### src/sv/rlis_pkg.sv
// Package for the rotary limit impulse solver: controller state type and
// the command/status structs that join controller and datapath. No dependencies.
`timescale 1ns / 1ps

package rlis_pkg;

    localparam int unsigned OP_PRESTEP = 0;
    localparam int unsigned OP_IMPULSE = 1;

    localparam logic [2:0] CFG_MIN_ANGLE = 3'd0;
    localparam logic [2:0] CFG_MAX_ANGLE = 3'd1;
    localparam logic [2:0] CFG_BIAS_COEF = 3'd2;
    localparam logic [2:0] CFG_MAX_BIAS  = 3'd3;
    localparam logic [2:0] CFG_MAX_FORCE = 3'd4;

    // datapath micro steps
    typedef enum logic [3:0] {
        ST_IDLE,
        ST_PRE_DIST,    // dist, pdist, start divider, k product
        ST_PRE_K,       // saturate k, start k*pdist
        ST_PRE_BIAS,    // clamp bias, start max_force*dt
        ST_PRE_LIMIT,   // store limit, clear acc if bias zero
        ST_DIV_WAIT,    // wait for reciprocal
        ST_IT_WR,       // wr, (bias+wr) product
        ST_IT_J,        // j, clamp accumulated impulse
        ST_VEL_A,       // j*im_a
        ST_VEL_B,       // j*im_b
        ST_OUT
    } t_state;

    typedef struct packed {
        logic   load;
        t_state step;
    } t_cmd;

    typedef struct packed {
        logic div_done;
        logic prestep;
        logic skip;
    } t_status;

endpackage

### src/sv/rlis_ctrl.sv
// Controller state machine of the rotary limit impulse solver.
// Depends on rlis_pkg.
`timescale 1ns / 1ps

module rlis_ctrl (
    input  logic              i_clk,
    input  logic              i_rst_n,
    input  logic              i_valid,
    output logic              o_stall,
    output logic              o_valid,
    input  logic              i_stall,
    input  rlis_pkg::t_status i_status,
    output rlis_pkg::t_cmd    o_cmd
);
    import rlis_pkg::*;

    t_state r_state, n_state;

    // advance state
    always_ff @(posedge i_clk) begin
        if (!i_rst_n) begin
            r_state <= ST_IDLE;
        end else begin
            r_state <= n_state;
        end
    end

    // next state
    always_comb begin
        n_state = r_state;
        unique case (r_state)
            ST_IDLE: begin
                if (i_valid) begin
                    n_state = i_status.prestep ? ST_PRE_DIST : ST_IT_WR;
                end
            end
            ST_PRE_DIST:  n_state = ST_PRE_K;
            ST_PRE_K:     n_state = ST_PRE_BIAS;
            ST_PRE_BIAS:  n_state = ST_PRE_LIMIT;
            ST_PRE_LIMIT: n_state = ST_DIV_WAIT;
            ST_DIV_WAIT:  if (i_status.div_done) n_state = ST_VEL_A;
            ST_IT_WR:     n_state = i_status.skip ? ST_OUT : ST_IT_J;
            ST_IT_J:      n_state = ST_VEL_A;
            ST_VEL_A:     n_state = ST_VEL_B;
            ST_VEL_B:     n_state = ST_OUT;
            ST_OUT:       if (!i_stall) n_state = ST_IDLE;
            default:      n_state = ST_IDLE;
        endcase
    end

    // outputs
    always_comb begin
        o_stall    = (r_state != ST_IDLE);
        o_valid    = (r_state == ST_OUT);
        o_cmd.load = (r_state == ST_IDLE) && i_valid;
        o_cmd.step = r_state;
    end

endmodule

### config.mk
export PLATFORM = sky130hd
export DESIGN_NAME = rlis_ctrl
export DESIGN_NICKNAME = d
export VERILOG_FILES = /design/src/sv/rlis_pkg.sv /design/src/sv/rlis_ctrl.sv
export SDC_FILE = /design/constraint.sdc
export NUM_CORES = 1
export LEC_CHECK = 0
export BUFFER_PORTS_ARGS = -buffer_cell sky130_fd_sc_hd__buf_2
export CAP_MARGIN = 20
export CORE_AREA = 2 2 39 41
export CTS_CLUSTER_DIAMETER = 100
export DETAILED_ROUTE_END_ITERATION = 10
export DIE_AREA = 0 0 41 43
export PLACE_DENSITY = 0.52
export SYNTH_ARGS = -nofsm -noshare
export SYNTH_HDL_FRONTEND = slang
export SYNTH_SLANG_ARGS = --single-unit
### constraint.sdc
create_clock -name i_clk -period 2.75 [get_ports i_clk]
set_input_delay 0.55 -clock i_clk [delete_from_list [all_inputs] [get_ports i_clk]]
set_output_delay 0.55 -clock i_clk [all_outputs]
set_load 0.005 [all_outputs]
## After elaboration in Yosys (flattened, before gate mapping)

Cells that the tools add are included.
Widths: inputs -> output; s select.

- Logic and storage cells: 24
- Output and inout port bits: 7
- Input bits: 7
- Register bits: 4

- Eq/ne operators: 13
- Muxes and demuxes: 6
- Reductions and logical operators: 4

Operator list:

| cell | count |
|---|---|
| $pmux 4 s11 | 1 |
| $eq 4x3->1 const B | 4 |
| $mux 4 | 4 |
| $eq 4x4->1 const B | 3 |
| $eq 4x2->1 const B | 2 |
| $ne 2x2->1 const B | 3 |
| $eq 4x1->1 const B | 1 |
| $logic_not 4->1 | 1 |
| $reduce_bool 4->1 | 1 |
| $mux 3 | 1 |
| $reduce_and 3->1 | 1 |
| $logic_and 1x1->1 | 1 |

## Longest topological paths before layout

- Word-level depth: 3
- Gate-level depth with buffers: 5

## Worst setup path before layout

Ideal clock, no wire load.

- Path type: flip-flop to output port
- Start point: register r_state[1]
- End point: output o_cmd[4] (netlist name)
- Arrival time: 0.765 ns
- Stages on the path, launching flop included: 4
- Path slack: 1.435 ns
- Data required time: 2.200 ns
- Path through: dfxtp_1 -> buf_4 -> nor2_2 -> and3_1

RTL lines:

| what | line | text |
|---|---|---|
| start, declared | rlis_ctrl.sv:17 | `t_state r_state, n_state;` |
| start signal, assigned | rlis_ctrl.sv:24 | `r_state <= n_state;` |
| end, declared | rlis_ctrl.sv:13 | `output rlis_pkg::t_cmd o_cmd` |

==> flow_metrics.tcl <==
set metrics [dict create \
    maxSlewHeadroom_pct 71.76 \
    largest_reg_flops 4 \
    cp_max_fo 11 \
    detail_route.drc_violations 0 \
    avgSynthCellArea_um2 7.299 \
    cts_tree "done" \
    gpl.final_weighted_congestion 0.7619 \
    mostFrequentLayoutCell "buf_2" \
    area_of_the_mapped_netlist_um2 306.5 \
    hold_depth 2 \
    synth_top_cell_area_share_pct 26.12 \
    outcome "completed" \
    total_neg_setup_slack_ns 0 \
    most-common-layout-cells "buf_2 (13), nand2_1 (5), a21oi_1 (4), dfxtp_1 (4)" \
    number_of_nets_in_the_layout 64 \
    hold_viol_final 0 \
    comb_power_share_pct 39.7 \
    post_cts_resize_count 0 \
    timing.critical_path.arrival_ns 1.22 \
    fmax_ghz 0.5661 \
    clock_sinks 4 \
    die-height_um 43 \
    hold_end "r_state[1]" \
    vias_in_the_first_global_route 280 \
    numPortBuffers 13 \
    grt_antenna_before_repair 0 \
    min_path_type "in2reg" \
    fp.dieArea_um2 1763 \
    regToRegSetupSlack_ns 1.50 \
    cellLeakagePower_nw 0.1700 \
    power-per-cell-area_nw_per_um2 818.9 \
    ioPinCount 14 \
    core_area_um2 1384 \
    placement.setup.worst_slack_ns 1.259 \
    count_of_mapped_cells_out_of_synthesis 42 \
    global_router_s_overall_resource_usage_pct 10.03 \
    synth.lib_cells_used.distinct 25 \
    die_w_um 41 \
    post-cts-setup-buffers 0 \
    synth_warnings 0 \
    initial_core_util_pct 22.15 \
    post_drt_wl_per_cell_um 11.13 \
    reg2reg_from "r_state[0]" \
    worst-endpoint-required_ns 2.20 \
    final_layout_size_suffix_gt1_share_pct 34.55 \
    firstDrtPassIters 4 \
    antennaDiodeCount 0 \
    power_switching_share_pct 40.59 \
    overflow 0 \
    reg2reg_depth 4 \
    layout_worst_path_cycle_share_pct 64.23 \
    power.ir.vdd_worst_mv 0.1773 \
    cell_area_reported_after_detailed_placement_um2 361.6 \
    drt_iter0_drc 2 \
    largest_net_degree_at_the_start_of_global_routing 12 \
    worst-setup-path-type "reg2out" \
    synth_top_area_cell "dfxtp_1" \
    largest-register "r_state" \
    post-dp-hpwl_um 584.9 \
    finalMaxSlewViolations 0 \
    clock_skew_ns 0.008731 \
    report.final.setup_viol 0 \
    final_area_um2 384.1 \
    clk_pin_slew_ns 0.04 \
    final_critical_path_setup_slack_ns 0.9836 \
    drt-total-wl_um 790 \
    fin_total_pwr_uw 314.6 \
    number_of_levels_the_h_tree_was_split_into 1 \
    worst_setup_path_end_kind "output port" \
    worst_skew_pair_later_pin_latency_ns 0.24 \
    power_report.internal_total_uw 186.9 \
    synth_fp_nets 49 \
    synth_sequential_area_ratio_pct 26.12 \
    buffer_levels_on_the_longest_clock_path 2 \
    holdBufCountCts 0 \
    reg_top3 "r_state (4)" \
    fin_crit_ns 1.766 \
    fp-row-count 14 \
    synthToLayoutAreaGrowth_pct 25.31 \
    numCtsBuffers 3 \
    clock_tree_root "clkbuf_4" \
    count_of_maximum_capacitance_violations 0 \
    ant_nets 0 \
    switching_power_uw 127.7 \
    p_clk_share_pct 24.3 \
    timing.hold.worst.start "i_rst_n" \
    grt_first_pass_wirelength_mm 1.179 \
    flop_pwr_share_pct 36.0 \
    rsz0062_at_grt "false" \
    critPathLaunchType "register" \
    regToRegEndpoint "r_state[1]" \
    vias_per_cell 4.746 \
    dr_total_vias 337 \
    ys_ff_latch 4 \
    synth_top_cells_by_area "dfxtp_1 (26%), buf_6 (7.3%), a21oi_1 (6.5%)" \
    tightest_slew_ns 0.4231 \
]
[synth_stat cells]
master	n
a21oi_1	4
a2bb2oi_1	1
a31oi_1	1
and2_1	1
and3_1	1
buf_4	1
buf_6	2
dfxtp_1	4
inv_1	1
inv_2	1
nand2_1	5
nand2b_1	1
nand3b_1	1
nand4_1	1
nand4b_1	1
nor2_1	3
nor2_2	1
nor2_4	1
nor2b_1	2
nor3_1	1
nor4_1	1
o21ai_0	2
o21ai_1	2
o22ai_1	2
o32ai_1	1
[how the worst max path moves through the flow]
| stage | startpoint | end | depth (start not counted) |
|---|---|---|---|
| finish | r_state[2] | o_cmd[4] | 3 |
| global route | r_state[2] | o_cmd[4] | 3 |
| CTS | r_state[2] | o_cmd[4] | 3 |
| detailed placement | r_state[2] | o_cmd[4] | 3 |
| global placement | r_state[1] | o_valid | 3 |
| floorplan | r_state[1] | o_cmd[4] | 3 |
[cells by family (layout without fill, tap and decap cells)]
group,count (synthesis),in the layout,synth area share [%]
buf+inv,5,18,12.24
simple gates,20,20,36.74
compound gates,13,13,24.90
flops,4,4,26.12
[power by group through the flow]
stage / Combinational [mW] / Clock [mW] / Sequential, mW
6_report: 0.125 / 0.0765 / 0.113
5_1_grt: 0.142 / 0.0801 / 0.116
4_1_cts: 0.126 / 0.0803 / 0.112
3_5_place_dp: 0.126 / 0 / 0.113
3_3_place_gp: 0.125 / 0 / 0.112
2_1_floorplan: 0.126 / 0 / 0.0846
[critical path, cell delays in order, from the launching register on]
cell     delay, ns
dfxtp_1       0.57
nor2_1        0.09
and3_1        0.19
buf_2         0.12
[metrics by stage]
| step | util, % | hold WS, ns | instances |
|---|---|---|---|
| 2_1_floorplan | - | 0.6105 | 42 |
| 3_3_place_gp | 26.13 | 0.6462 | 68 |
| 3_5_place_dp | 26.13 | 0.6572 | 68 |
| 4_1_cts | 27.76 | 0.5706 | 71 |
| 5_1_grt | 27.76 | 0.6030 | 71 |
| 6_report | 27.76 | 0.5808 | 71 |
[metal layers]
metal,vias to the layer above,wire length (µm),track usage (%)
met5,-,0,0
met4,0,0,8.000
met3,0,42,3.141
met2,12,346,11.56
met1,145,400,14.42
li1,180,-,-
[layout make-up]
type / count / area [µm²]
flip-flops and latches: 4 / 80.08
well taps: 16 / 20.02
multi-input cells: 33 / 188.9
fillers: 161 / 999.7
clock buffers: 3 / 22.52
repair buffers: 13 / 65.06
inverters: 2 / 7.507
No activity file was read; power rests on OpenSTA's default activity.
